--- src/hdl/dfss_pkg.sv ---
// shared constants, codes and controller/datapath interface types for the dipole scan summer
package dfss_pkg;

  localparam int MAX_DIPOLES   = 1024;
  localparam int DIP_IDX_W     = $clog2(MAX_DIPOLES);
  localparam int DIP_CNT_W     = DIP_IDX_W + 1;
  localparam int MAX_GRID_SIDE = 4096;
  localparam int GRID_W        = 12;
  localparam int SIDE_W        = 13;
  localparam int CFG_IDX_W     = 3;
  localparam int CFG_DATA_W    = 32;
  localparam int STORE_W       = 192;

  // iterative engine lengths
  localparam int MUL_STEPS  = 52;
  localparam int DIV_STEPS  = 120;
  localparam int SQRT_STEPS = 34;
  localparam int PROD_COUNT = 12;
  localparam int CNT_W      = 7;

  // register indexes
  localparam logic [CFG_IDX_W-1:0] REG_DIPOLE_COUNT = 3'd0;
  localparam logic [CFG_IDX_W-1:0] REG_SCAN_HEIGHT  = 3'd1;
  localparam logic [CFG_IDX_W-1:0] REG_DIR_X        = 3'd2;
  localparam logic [CFG_IDX_W-1:0] REG_DIR_Y        = 3'd3;
  localparam logic [CFG_IDX_W-1:0] REG_DIR_Z        = 3'd4;
  localparam logic [CFG_IDX_W-1:0] REG_GRID_WIDTH   = 3'd5;
  localparam logic [CFG_IDX_W-1:0] REG_GRID_HEIGHT  = 3'd6;

  // request types
  localparam logic REQ_LOAD = 1'b0;
  localparam logic REQ_EVAL = 1'b1;

  typedef logic [4:0] op_t;

  localparam op_t OP_NONE      = 5'd0;
  localparam op_t OP_LOAD      = 5'd1;
  localparam op_t OP_START     = 5'd2;
  localparam op_t OP_READ      = 5'd3;
  localparam op_t OP_DIFF      = 5'd4;
  localparam op_t OP_PROD      = 5'd5;
  localparam op_t OP_SING      = 5'd6;
  localparam op_t OP_MUL_T     = 5'd7;
  localparam op_t OP_MUL_D     = 5'd8;
  localparam op_t OP_MUL_STEP  = 5'd9;
  localparam op_t OP_DIV_Q     = 5'd10;
  localparam op_t OP_DIV_T     = 5'd11;
  localparam op_t OP_DIV_STEP  = 5'd12;
  localparam op_t OP_SQRT_INIT = 5'd13;
  localparam op_t OP_SQRT_STEP = 5'd14;
  localparam op_t OP_ACCUM     = 5'd15;
  localparam op_t OP_EMIT      = 5'd16;

  typedef struct packed {
    op_t                  op;
    logic [3:0]           sel;
    logic [DIP_IDX_W-1:0] addr;
  } dp_cmd_t;

  typedef struct packed {
    logic                 p_zero;
    logic                 out_free;
    logic [DIP_CNT_W-1:0] n_eff;
  } dp_status_t;

endpackage

--- src/hdl/dfss_ctrl.sv ---
// sequencer for the dipole scan summer: walks dipoles and steps the shared arithmetic engines
module dfss_ctrl (
  input  logic                  clk,
  input  logic                  rst,
  input  logic                  in_valid,
  input  logic                  req_type,
  output logic                  in_stall,
  input  dfss_pkg::dp_status_t  status,
  output dfss_pkg::dp_cmd_t     cmd
);

  localparam logic [3:0] S_IDLE  = 4'd0;
  localparam logic [3:0] S_READ  = 4'd1;
  localparam logic [3:0] S_DIFF  = 4'd2;
  localparam logic [3:0] S_PROD  = 4'd3;
  localparam logic [3:0] S_DRAIN = 4'd4;
  localparam logic [3:0] S_CHECK = 4'd5;
  localparam logic [3:0] S_MULT  = 4'd6;
  localparam logic [3:0] S_DIVQ  = 4'd7;
  localparam logic [3:0] S_SQRT  = 4'd8;
  localparam logic [3:0] S_MULD  = 4'd9;
  localparam logic [3:0] S_DIVT  = 4'd10;
  localparam logic [3:0] S_ACCUM = 4'd11;
  localparam logic [3:0] S_NEXT  = 4'd12;
  localparam logic [3:0] S_EMIT  = 4'd13;

  localparam logic [dfss_pkg::CNT_W-1:0] MUL_LAST  = dfss_pkg::CNT_W'(dfss_pkg::MUL_STEPS);
  localparam logic [dfss_pkg::CNT_W-1:0] DIV_LAST  = dfss_pkg::CNT_W'(dfss_pkg::DIV_STEPS);
  localparam logic [dfss_pkg::CNT_W-1:0] SQRT_LAST = dfss_pkg::CNT_W'(dfss_pkg::SQRT_STEPS);
  localparam logic [dfss_pkg::CNT_W-1:0] PROD_LAST = dfss_pkg::CNT_W'(dfss_pkg::PROD_COUNT - 1);

  logic [3:0]                     state, state_next;
  logic [dfss_pkg::CNT_W-1:0]     cnt, cnt_next;
  logic [dfss_pkg::DIP_CNT_W-1:0] k, k_next, k_inc;

  assign in_stall = (state != S_IDLE);
  assign k_inc    = k + 1'b1;

  always_comb begin
    state_next = state;
    cnt_next   = cnt;
    k_next     = k;
    cmd.op     = dfss_pkg::OP_NONE;
    cmd.sel    = cnt[3:0];
    cmd.addr   = k[dfss_pkg::DIP_IDX_W-1:0];
    unique case (state)
      S_IDLE: begin
        if (in_valid) begin
          if (req_type == dfss_pkg::REQ_EVAL) begin
            cmd.op     = dfss_pkg::OP_START;
            k_next     = '0;
            state_next = (status.n_eff == '0) ? S_EMIT : S_READ;
          end else begin
            cmd.op = dfss_pkg::OP_LOAD;
          end
        end
      end
      S_READ: begin
        cmd.op     = dfss_pkg::OP_READ;
        state_next = S_DIFF;
      end
      S_DIFF: begin
        cmd.op     = dfss_pkg::OP_DIFF;
        cnt_next   = '0;
        state_next = S_PROD;
      end
      S_PROD: begin
        cmd.op = dfss_pkg::OP_PROD;
        if (cnt == PROD_LAST) begin
          cnt_next   = '0;
          state_next = S_DRAIN;
        end else begin
          cnt_next = cnt + 1'b1;
        end
      end
      S_DRAIN: begin
        state_next = S_CHECK;
      end
      S_CHECK: begin
        cnt_next = '0;
        if (status.p_zero) begin
          cmd.op     = dfss_pkg::OP_SING;
          state_next = S_NEXT;
        end else begin
          state_next = S_MULT;
        end
      end
      S_MULT: begin
        cmd.op = (cnt == '0) ? dfss_pkg::OP_MUL_T : dfss_pkg::OP_MUL_STEP;
        if (cnt == MUL_LAST) begin
          cnt_next   = '0;
          state_next = S_DIVQ;
        end else begin
          cnt_next = cnt + 1'b1;
        end
      end
      S_DIVQ: begin
        cmd.op = (cnt == '0) ? dfss_pkg::OP_DIV_Q : dfss_pkg::OP_DIV_STEP;
        if (cnt == DIV_LAST) begin
          cnt_next   = '0;
          state_next = S_SQRT;
        end else begin
          cnt_next = cnt + 1'b1;
        end
      end
      S_SQRT: begin
        cmd.op = (cnt == '0) ? dfss_pkg::OP_SQRT_INIT : dfss_pkg::OP_SQRT_STEP;
        if (cnt == SQRT_LAST) begin
          cnt_next   = '0;
          state_next = S_MULD;
        end else begin
          cnt_next = cnt + 1'b1;
        end
      end
      S_MULD: begin
        cmd.op = (cnt == '0) ? dfss_pkg::OP_MUL_D : dfss_pkg::OP_MUL_STEP;
        if (cnt == MUL_LAST) begin
          cnt_next   = '0;
          state_next = S_DIVT;
        end else begin
          cnt_next = cnt + 1'b1;
        end
      end
      S_DIVT: begin
        cmd.op = (cnt == '0) ? dfss_pkg::OP_DIV_T : dfss_pkg::OP_DIV_STEP;
        if (cnt == DIV_LAST) begin
          cnt_next   = '0;
          state_next = S_ACCUM;
        end else begin
          cnt_next = cnt + 1'b1;
        end
      end
      S_ACCUM: begin
        cmd.op     = dfss_pkg::OP_ACCUM;
        state_next = S_NEXT;
      end
      S_NEXT: begin
        k_next     = k_inc;
        state_next = (k_inc == status.n_eff) ? S_EMIT : S_READ;
      end
      S_EMIT: begin
        if (status.out_free) begin
          cmd.op     = dfss_pkg::OP_EMIT;
          state_next = S_IDLE;
        end
      end
      default: begin
        state_next = S_IDLE;
      end
    endcase
  end

  always_ff @(posedge clk) begin
    if (rst) begin
      state <= S_IDLE;
      cnt   <= '0;
      k     <= '0;
    end else begin
      state <= state_next;
      cnt   <= cnt_next;
      k     <= k_next;
    end
  end

  a_read_in_range: assert property (@(posedge clk) disable iff (rst)
    (state == S_READ) |-> (k < status.n_eff))
    else $error("dipole read beyond count");

  a_emit_waits: assert property (@(posedge clk) disable iff (rst)
    (state == S_EMIT && !status.out_free) |=> (state == S_EMIT))
    else $error("result dropped while output busy");

  a_eval_starts: assert property (@(posedge clk) disable iff (rst)
    (state == S_IDLE && in_valid && req_type == dfss_pkg::REQ_EVAL)
      |=> (state == S_READ || state == S_EMIT))
    else $error("evaluate item did not start a walk");

  a_sqrt_count: assert property (@(posedge clk) disable iff (rst)
    (state == S_SQRT) |-> (cnt <= SQRT_LAST))
    else $error("square root step count overrun");

endmodule

--- config.mk ---
export PLATFORM = sky130hd
export DESIGN_NAME = dfss_ctrl
export DESIGN_NICKNAME = d
export VERILOG_FILES = /design/src/hdl/dfss_pkg.sv /design/src/hdl/dfss_ctrl.sv
export SDC_FILE = /design/constraint.sdc
export NUM_CORES = 1
export LEC_CHECK = 0
export ABC_AREA = 0
export BUFFER_PORTS_ARGS = -buffer_cell sky130_fd_sc_hd__buf_2
export CAP_MARGIN = 10
export CORE_MARGIN = 2
export CORE_UTILIZATION = 29
export CTS_BUF_LIST = sky130_fd_sc_hd__clkbuf_4
export CTS_CLUSTER_DIAMETER = 40
export CTS_CLUSTER_SIZE = 12
export DETAILED_ROUTE_END_ITERATION = 8
export GPL_ROUTABILITY_DRIVEN = 0
export SLEW_MARGIN = 20
export SYNTH_ARGS = -nofsm -noshare
export SYNTH_HDL_FRONTEND = slang
export SYNTH_SLANG_ARGS = --single-unit
export TNS_END_PERCENT = 30
--- constraint.sdc ---
create_clock -name clk -period 6.52 [get_ports clk]
set_clock_uncertainty 0.15 [all_clocks]
set_input_delay 1.956 -clock clk [delete_from_list [all_inputs] [get_ports clk]]
set_output_delay 1.956 -clock clk [all_outputs]
set_load 0.005 [all_outputs]
==> run metrics, run 1 <==
Synth Flop Type=dfxtp_1; RSZ-0062 raised after global routing=false; P&R area growth vs syn=8.40%; post-DP HPWL=about 3700 um; Ports=37; total die area=about 7500 um^2; most common cell after layout, fill and taps aside=buf_2; commonest non-fill, non-tap cells in the layout=36 x buf_2, 34 x nor2_1, 22 x a21oi_1, 22 x nand2_1, 22 x dfxtp_1; mapped cell area=just under 2000 um^2; Final #Nets=304; Die X=around 86 um; synthesized flop and latch total=22; Post-CTS Resized=0; # DRC=0; Slowest-stage cell, CP=a211oi_1; P_int=roughly 0.30 mW; Tcrit/Tclk final=0.747; grt ovf=0; sequential share of power=0.367; clk buf depth=2; worst path required time=roughly 4.4 ns; Post-Route Setup TNS=0 ns; Site Rows=30; Critical Path End Type=output pin; Net Sw Power=a little over 0.2 mW; cells along the critical path=buf_2, nor2_1, a21oi_1, nor2_1, a211oi_1, o21ai_1, buf_2; Hold Path Class=reg2reg; Slew headroom=0.438; worst path bufs/invs=2; outcome=complete, no violations; Post-synth EDFFs=0; CP top delay family=compound AO/OA/AOI/OAI gates; final hold violations=0; combinational share of power=0.420; Buffers on Ports=36; Period minus WS final=slightly below 5 ns; synth unique cells=54; DR vias=1,956; CTS H-tree depth=1; share of cells above drive strength 1=0.191; Initial Utilization=0.294; Critical Path Start Type=input port; Ys Warns=0; maximum vdd drop=just under 0.00009 V; sw frac=0.405; Num CTS Buffers=3; Die Y=86.3 um; TritonRoute pass-1 iters=4; vias in the first global route=about 1,600; Crit path largest cell delay=roughly 0.23 ns; DRT iter0 DRCs=70; Antenna Nets Post-Route=0; largest net degree at the start of global routing=26; Max Fanout on Critical Path=4; Fillers=between 700 and 800; Post-CTS Setup Bufs=0; WL/cell=~14 um; Cells after Synth=between 200 and 300; Core Util, Final=0.319; Total Routed Length=between 4000 and 5000 um; Power Dens Cells=approximately 230 nW/um^2; Clk Latency, worst-skew pair=around 0.31 ns; initial antenna violation count=0; core area=roughly 6700 um^2; cts-stage hold buffer count=0; CTS clk-pin slew, worst paths=about 0.13 ns; count of pins over their slew limit=0; CTS tree=done; Pleak=about 0.78 nW; crit path DAT=between 2 and 3 ns; slew at the pin with the worst max-slew slack=0.838 ns; R2R setup slack=3.74 ns; fmax=around 210 MHz; final setup violation count=0; Syn Nets=just under 300; # clock sinks=22; WS Path Type=in2out; Avg Vias per Cell=roughly 5.4; Seq/Total Area, Yosys=0.224; first-pass GRT wire length=approximately 8000 um; Root Buffer=clkbuf_4; antenna cells=0; Synth async-reset ratio=0; clock share of power=0.213; Max-Cap Viols=0; Avg Cell Area, Syn=7.25 um^2; GRT Total Usage=0.128
==> power by group through the flow <==
stage	registers, mW	logic [mW]	clock network (mW)
after floorplan	0.154	0.186	0
after global placement	0.186	0.209	0
after detailed placement	0.186	0.211	0
after CTS	0.183	0.212	0.111
after global routing	0.188	0.238	0.116
final	0.183	0.209	0.106
==> layout make-up <==
class	count	area, um^2	share of cell area
Clock inverter	1	30.0	0.0141
Clock buffer	3	22.5	0.0106
Sequential cell	22	440	0.207
Tap cell	80	100	0.0470
Timing Repair Buffer	36	180	0.0846
Inverter	9	33.8	0.0159
Multi-Input combinational cell	211	1320	0.621
==> state kept, by name, indices dropped and copies added (netlist names) <==
register  flops
k            11
cnt           7
state         4
==> final timing paths <==
kind,end,cells after the start,from
max reg2reg,state[3],5,state[3]
min reg2reg,k[10],2,k[10]
min,k[10],2,k[10]
max,cmd[14],7,req_type
==> routing by layer <==
metal  GRT usage  up-vias  part of all wire
met3      0.0171        2             0.045
met1       0.191      913              0.49
met4     0.00994        0            0.0018
met5           0        -                 0
met2       0.204       50              0.47
li1            -      991                 -
==> synth_stat cells (4+ instances only) <==
master / instances / area (um^2)
nor2_1: 34 / 128
a21oi_1: 22 / 110
dfxtp_1: 22 / 440
nand2_1: 22 / 82.6
buf_4: 14 / 105
o21ai_0: 14 / 70.1
o21ai_1: 10 / 50.1
xnor2_1: 10 / 87.6
inv_1: 9 / 33.8
nand3_1: 8 / 40.0
xor2_1: 8 / 70.1
clkbuf_1: 7 / 26.3
nor3_1: 6 / 30.0
or3_1: 6 / 37.5
buf_2: 5 / 25.0
nand4_1: 5 / 31.3
a211oi_1: 4 / 30.0
ha_1: 4 / 50.1
nand2b_1: 4 / 25.0
nand3_2: 4 / 40.0
==> cell families after synthesis <==
logic type               Yosys count  synth area share
multiplexers                       2            0.0102
AO/OA/AOI/OAI                     74             0.243
adder cells (fa/ha/maj)            4            0.0255
flip-flops                        22             0.224
buffers and inverters             38             0.102
AND/OR/NAND/NOR                  113             0.315
XOR/XNOR                          18            0.0802
==> stage by stage <==
stage | hold slack, ns | cells | power, mW | worst slack [ns] | instance area (um^2)
2_1_floorplan | 0.330 | 271 | 0.340 | 1.96 | 1970
3_3_place_gp | 0.339 | 358 | 0.395 | 1.65 | 2080
3_5_place_dp | 0.352 | 358 | 0.397 | 1.63 | 2080
4_1_cts | 0.371 | 362 | 0.506 | 1.63 | 2130
5_1_grt | 0.421 | 362 | 0.541 | 1.53 | 2130
6_report | 0.369 | 362 | 0.498 | 1.65 | 2130
==> tightest hold or removal path, stage by stage (launching register included) <==
cell     delay (ns)
dfxtp_1        0.35
o21ai_1        0.07
a21oi_1        0.06
(Power assumes the default switching activity.)
==> inputs of run 2 (changes only) <==
==> constraint.sdc (replaced) <==
create_clock -name clk -period 4.4 [get_ports clk]
set_clock_uncertainty 0.15 [all_clocks]
set_input_delay 1.32 -clock clk [delete_from_list [all_inputs] [get_ports clk]]
set_output_delay 1.32 -clock clk [all_outputs]
set_load 0.005 [all_outputs]
==> run 2 against run 1 <==
Critical path depth unchanged. Final cell count unchanged. Combinational power up 50%. Sequential power up 49%. Largest cell class unchanged. Clock-buffer cell count unchanged. Worst hold slack better by 0.0038 ns. Routed wire length up 1.7%. Cell area unchanged. Global-route usage up 0.37 points. First-iteration DRC count up 74%. Critical endpoint is now cmd[16]. Die area unchanged. Power up 50%.
==> run metrics, run 2 (synthesized netlist as in run 1, its figures left out) <==
grt ovf=0 (unchanged); placed insts=358 (unchanged); slew at the pin with the worst max-slew slack=0.860 ns (was 0.838 ns); antenna cells=0 (unchanged); worst path bufs/invs=1 (was 2); Total Routed Length=4980 um (was 4900 um); Slowest-stage cell, CP=dfxtp_1 (was a211oi_1); core area=6680 um^2 (unchanged); Antenna Nets Post-Route=0 (unchanged); TritonRoute pass-1 iters=4 (unchanged); WL/cell=13.8 um (was 13.5 um); CTS H-tree depth=1 (unchanged); overall power=0.745 mW (was 0.498 mW); top flop regs=k (11), cnt (7), state (4) (unchanged); most common cell after layout, fill and taps aside=buf_2 (unchanged); worst path required time=2.93 ns (was 4.41 ns); total die area=7450 um^2 (unchanged); Final #Nets=304 (unchanged); Most common cell on crit path=nor2_1; share of cells above drive strength 1=0.191 (unchanged); Hold Path Class=reg2reg (unchanged); RSZ-0062 raised after global routing=false (unchanged); P&R area growth vs syn=8.40% (unchanged); R2R Path Start=state[3] (unchanged); final hold violations=0 (unchanged); Critical Path Start Type=flip-flop (was input port); fin cells=362 (unchanged); Buffers on Ports=36 (unchanged); Site Rows=30 (unchanged); largest reg by FF count=k (unchanged); Initial Utilization=0.294 (unchanged); Num CTS Buffers=3 (unchanged); DR vias=1,951 (was 1,956); Power Dens Cells=350 nW/um^2 (was 234 nW/um^2); commonest non-fill, non-tap cells in the layout=36 x buf_2, 34 x nor2_1, 22 x a21oi_1, 22 x nand2_1, 22 x dfxtp_1 (unchanged); Pleak=0.780 nW (unchanged); Post-Route Setup TNS=0 ns (unchanged); # clock sinks=22 (unchanged); CTS tree=done (unchanged); Ports=37 (unchanged); Worst Hold Launch=k[10] (unchanged); clk buf depth=2 (unchanged); GRT Total Usage=0.132 (was 0.128); Max Fanout on Critical Path=8 (was 4); maximum vdd drop=0.000134 V (was 0.0000886 V); Avg Vias per Cell=5.39 (was 5.40); cells along the critical path=nor4_4, nand3b_1, nor2_1, nor2_1, o221ai_1, o21a_1, buf_2 (was buf_2, nor2_1, a21oi_1, nor2_1, a211oi_1, o21ai_1, buf_2); CP top delay family=simple AND/OR/NAND/NOR gates (was compound AO/OA/AOI/OAI gates); Die X=86.3 um (unchanged); Post-CTS Resized=0 (unchanged); Slew headroom=0.423 (was 0.438); DP Area=2080 um^2 (unchanged); Period minus WS final=roughly 3.6 ns; Root Buffer=clkbuf_4 (unchanged); Largest register FFs=11 (unchanged); cts-stage hold buffer count=0 (unchanged); Clk Latency, worst-skew pair=0.32 ns (was 0.31 ns); R2R setup slack=1.62 ns (was 3.74 ns); Reg2Reg Capture Point=state[2] (was state[3]); vias in the first global route=1,703 (was 1,616); largest net degree at the start of global routing=26 (unchanged); # DRC=0 (unchanged); Min-Delay Path Depth=2 (unchanged); final instance area=2130 um^2 (unchanged); Post-CTS Setup Bufs=0 (unchanged); fmax=277 MHz; R2R depth=5 (unchanged); WS Path Type=reg2out (was in2out); Tcrit/Tclk final=0.821; initial antenna violation count=0 (unchanged); Crit path largest cell delay=0.43 ns (was 0.23 ns); first-pass GRT wire length=8140 um (was 8040 um); Die Y=86.3 um (unchanged); post-DP HPWL=3670 um (was 3660 um); CTS clk-pin slew, worst paths=0.14 ns (was 0.13 ns); Critical Path End Type=output pin (unchanged); DRT iter0 DRCs=122 (was 70); outcome=complete, no violations (unchanged); final setup violation count=0 (unchanged); count of pins over their slew limit=0 (unchanged); Max-Cap Viols=0 (unchanged); crit path DAT=2.14 ns (was 2.77 ns); Hold EP=k[10] (unchanged)
==> run 2: worst register-to-register path: stages (launching register included) <==
cell       delay, ns
dfxtp_1         0.75
nand3_1         0.60
a2111oi_0       0.49
and4_1          0.26
nand4b_1        0.16
a211oi_1        0.29
==> run 2: worst max path at each step <==
stage / start / end / slack, ns / depth (start not counted)
6_report: cnt[2] / cmd[16] / 0.79 / 7
5_1_grt: cnt[2] / cmd[15] / 0.66 / 6
4_1_cts: cnt[2] / cmd[16] / 0.79 / 7
3_5_place_dp: req_type / cmd[14] / 0.79 / 7
3_3_place_gp: req_type / cmd[14] / 0.80 / 7
2_1_floorplan: req_type / cmd[14] / 1.11 / 5
==> run 2: metrics by stage <==
stage                     hold slack, ns  utilization  setup WS [ns]
final                              0.372        0.319          0.786
after global routing               0.430        0.319          0.660
after CTS                          0.371        0.319          0.793
after detailed placement           0.353        0.311          0.793
after global placement             0.339        0.311          0.796
after floorplan                    0.330            -           1.11
==> run 2: layout make-up <==
type / instances / area (um^2)
fill: 750 / 4550
clock inverter: 1 / 30.0
multi-input combinational: 211 / 1320
timing repair buffer: 36 / 180
tap: 80 / 100
clock buffer: 3 / 22.5
sequential: 22 / 440
inverter: 9 / 33.8
==> run 2: report_power, final <==
part / internal (mW) / switching, mW
Combinational: 0.134 / 0.180
Clock: 0.0921 / 0.0673
Sequential: 0.212 / 0.0594
Total: 0.439 / 0.306
==> run 2: routing by layer <==
metal,wire length (um),global-route usage,part of all wire
met3,239,0.0229,0.048
met4,0,0.00426,0
met5,0,0,0
met1,2430,0.189,0.49
met2,2310,0.218,0.46
==> inputs of run 3 (changes only) <==
==> constraint.sdc (replaced) <==
create_clock -name clk -period 3.54 [get_ports clk]
set_clock_uncertainty 0.15 [all_clocks]
set_input_delay 1.062 -clock clk [delete_from_list [all_inputs] [get_ports clk]]
set_output_delay 1.062 -clock clk [all_outputs]
set_load 0.005 [all_outputs]
==> run 3 against run 2 <==
Critical path type unchanged. Clock power increased by 24%. Sequential power increased by 13%. Via count increased by 0.82%.
==> run metrics, run 3 (synthesized netlist as in run 1, its figures left out) <==
# DRC=0 (unchanged); Avg Vias per Cell=5.33 (was 5.39); total die area=7450 um^2 (unchanged); grt ovf=0 (unchanged); DRT iter0 DRCs=102 (was 122); Post-Route Setup TNS=0 ns (unchanged); Num CTS Buffers=3 (unchanged); overall power=0.961 mW (was 0.745 mW); Critical Path Start Type=flip-flop (unchanged); Buffers on Ports=36 (unchanged); Tcrit/Tclk final=0.939; Hold Path Class=reg2reg (unchanged); core area=6680 um^2 (unchanged); Root Buffer=clkbuf_4 (unchanged); largest net degree at the start of global routing=19 (was 26); commonest non-fill, non-tap cells in the layout=36 x buf_2, 34 x nor2_1, 22 x a21oi_1, 22 x nand2_1, 22 x dfxtp_1 (unchanged); P&R area growth vs syn=11.1% (was 8.40%); Final #Nets=311 (was 304); Critical Path End Type=output pin (unchanged); CTS tree=done (unchanged); area occupied by registers=440 um^2 (unchanged); clk buf depth=2 (unchanged); Post-CTS Resized=0 (unchanged); Site Rows=30 (unchanged); post-DP HPWL=3770 um (was 3670 um); CTS H-tree depth=1 (unchanged); crit path DAT=2.11 ns (was 2.14 ns); # clock sinks=22 (unchanged); Fillers=730 (was 750); DR vias=1,967 (was 1,951); maximum vdd drop=0.000136 V (was 0.000134 V); Max-Cap Viols=0 (unchanged); Ports=37 (unchanged); Max Fanout on Critical Path=8 (unchanged); Multi-input gate area=1320 um^2 (unchanged); first-pass GRT wire length=8050 um (was 8140 um); most common cell after layout, fill and taps aside=buf_2 (unchanged); Period minus WS final=around 3.3 ns; GRT Total Usage=0.131 (was 0.132); RSZ-0062 raised after global routing=false (unchanged); outcome=complete, no violations (unchanged); WS Path Type=reg2out (unchanged); worst path required time=2.33 ns (was 2.93 ns); Die Y=86.3 um (unchanged); count of pins over their slew limit=0 (unchanged); Pleak=0.814 nW (was 0.780 nW); CTS clk-pin slew, worst paths=0.13 ns (was 0.14 ns); Die X=86.3 um (unchanged); WL/cell=13.5 um (was 13.8 um); fmax=301 MHz; Slew headroom=0.674 (was 0.423); Power Dens Cells=440 nW/um^2 (was 350 nW/um^2); final setup violation count=0 (unchanged); Largest register FFs=11 (unchanged); largest reg by FF count=k (unchanged); cts-stage hold buffer count=0 (unchanged); slew at the pin with the worst max-slew slack=0.488 ns (was 0.860 ns); TritonRoute pass-1 iters=5 (was 4); final hold violations=0 (unchanged); top flop regs=k (11), cnt (7), state (4) (unchanged); Clk Latency, worst-skew pair=0.31 ns (was 0.32 ns); antenna cells=0 (unchanged); Antenna Nets Post-Route=0 (unchanged); Total Routed Length=4970 um (was 4980 um); vias in the first global route=1,696 (was 1,703); initial antenna violation count=0 (unchanged); share of cells above drive strength 1=0.211 (was 0.191); Post-CTS Setup Bufs=0 (unchanged); Initial Utilization=0.294 (unchanged)
==> run 3: cell count changes in the layout (fill, tap and decap cells not counted), sizes merged <==
cell / before / now
buf: 36 / 43
==> run 3: cell type report <==
type,instances,area share
Clock inverter,1,0.0138
Inverter,9,0.0155
Tap cell,80,0.0458
Sequential cell,22,0.202
Multi-Input combinational cell,211,0.606
Clock buffer,3,0.0103
Timing Repair Buffer,43,0.107
==> run 3: path summary, 6_finish.rpt <==
path / startpoint / end / slack [ns] / depth (start not counted)
max: cnt[2] / cmd[16] / 0.22 / 7
min: k[10] / k[10] / 0.37 / 2
max reg2reg: k[0] / state[3] / 0.95 / 7
min reg2reg: k[10] / k[10] / 0.37 / 2
==> run 3: routing by layer <==
layer  up-vias  global-route usage  part of all wire
met5         -                   0                 0
met4         0              0.0241            0.0036
met3         2              0.0219             0.045
met2        47               0.214              0.45
met1       914               0.184              0.50
li1       1004                   -                 -
==> run 3: power breakdown <==
group	leakage (nW)	switching [mW]	internal [mW]
clock	0.0279	0.0825	0.114
sequential	0.178	0.0441	0.264
combinational	0.608	0.259	0.197
==> run 3: per-stage QoR <==
stage	util	area (um^2)	setup slack, ns	instances	hold WS (ns)
after floorplan	-	1970	0.766	271	0.330
after global placement	0.319	2130	0.506	365	0.341
after detailed placement	0.319	2130	0.494	365	0.358
after CTS	0.327	2180	0.214	369	0.377
after global routing	0.327	2180	0.0545	369	0.414
final	0.327	2180	0.216	369	0.372
==> run 3: critical path, cell delays in order, from the launching register on <==
cell and delay, ns:
dfxtp_1 0.43, nor4_4 0.38, nand3b_1 0.21, nor2_1 0.30
nor2_1 0.07, o221ai_1 0.18, o21a_1 0.14, buf_2 0.10
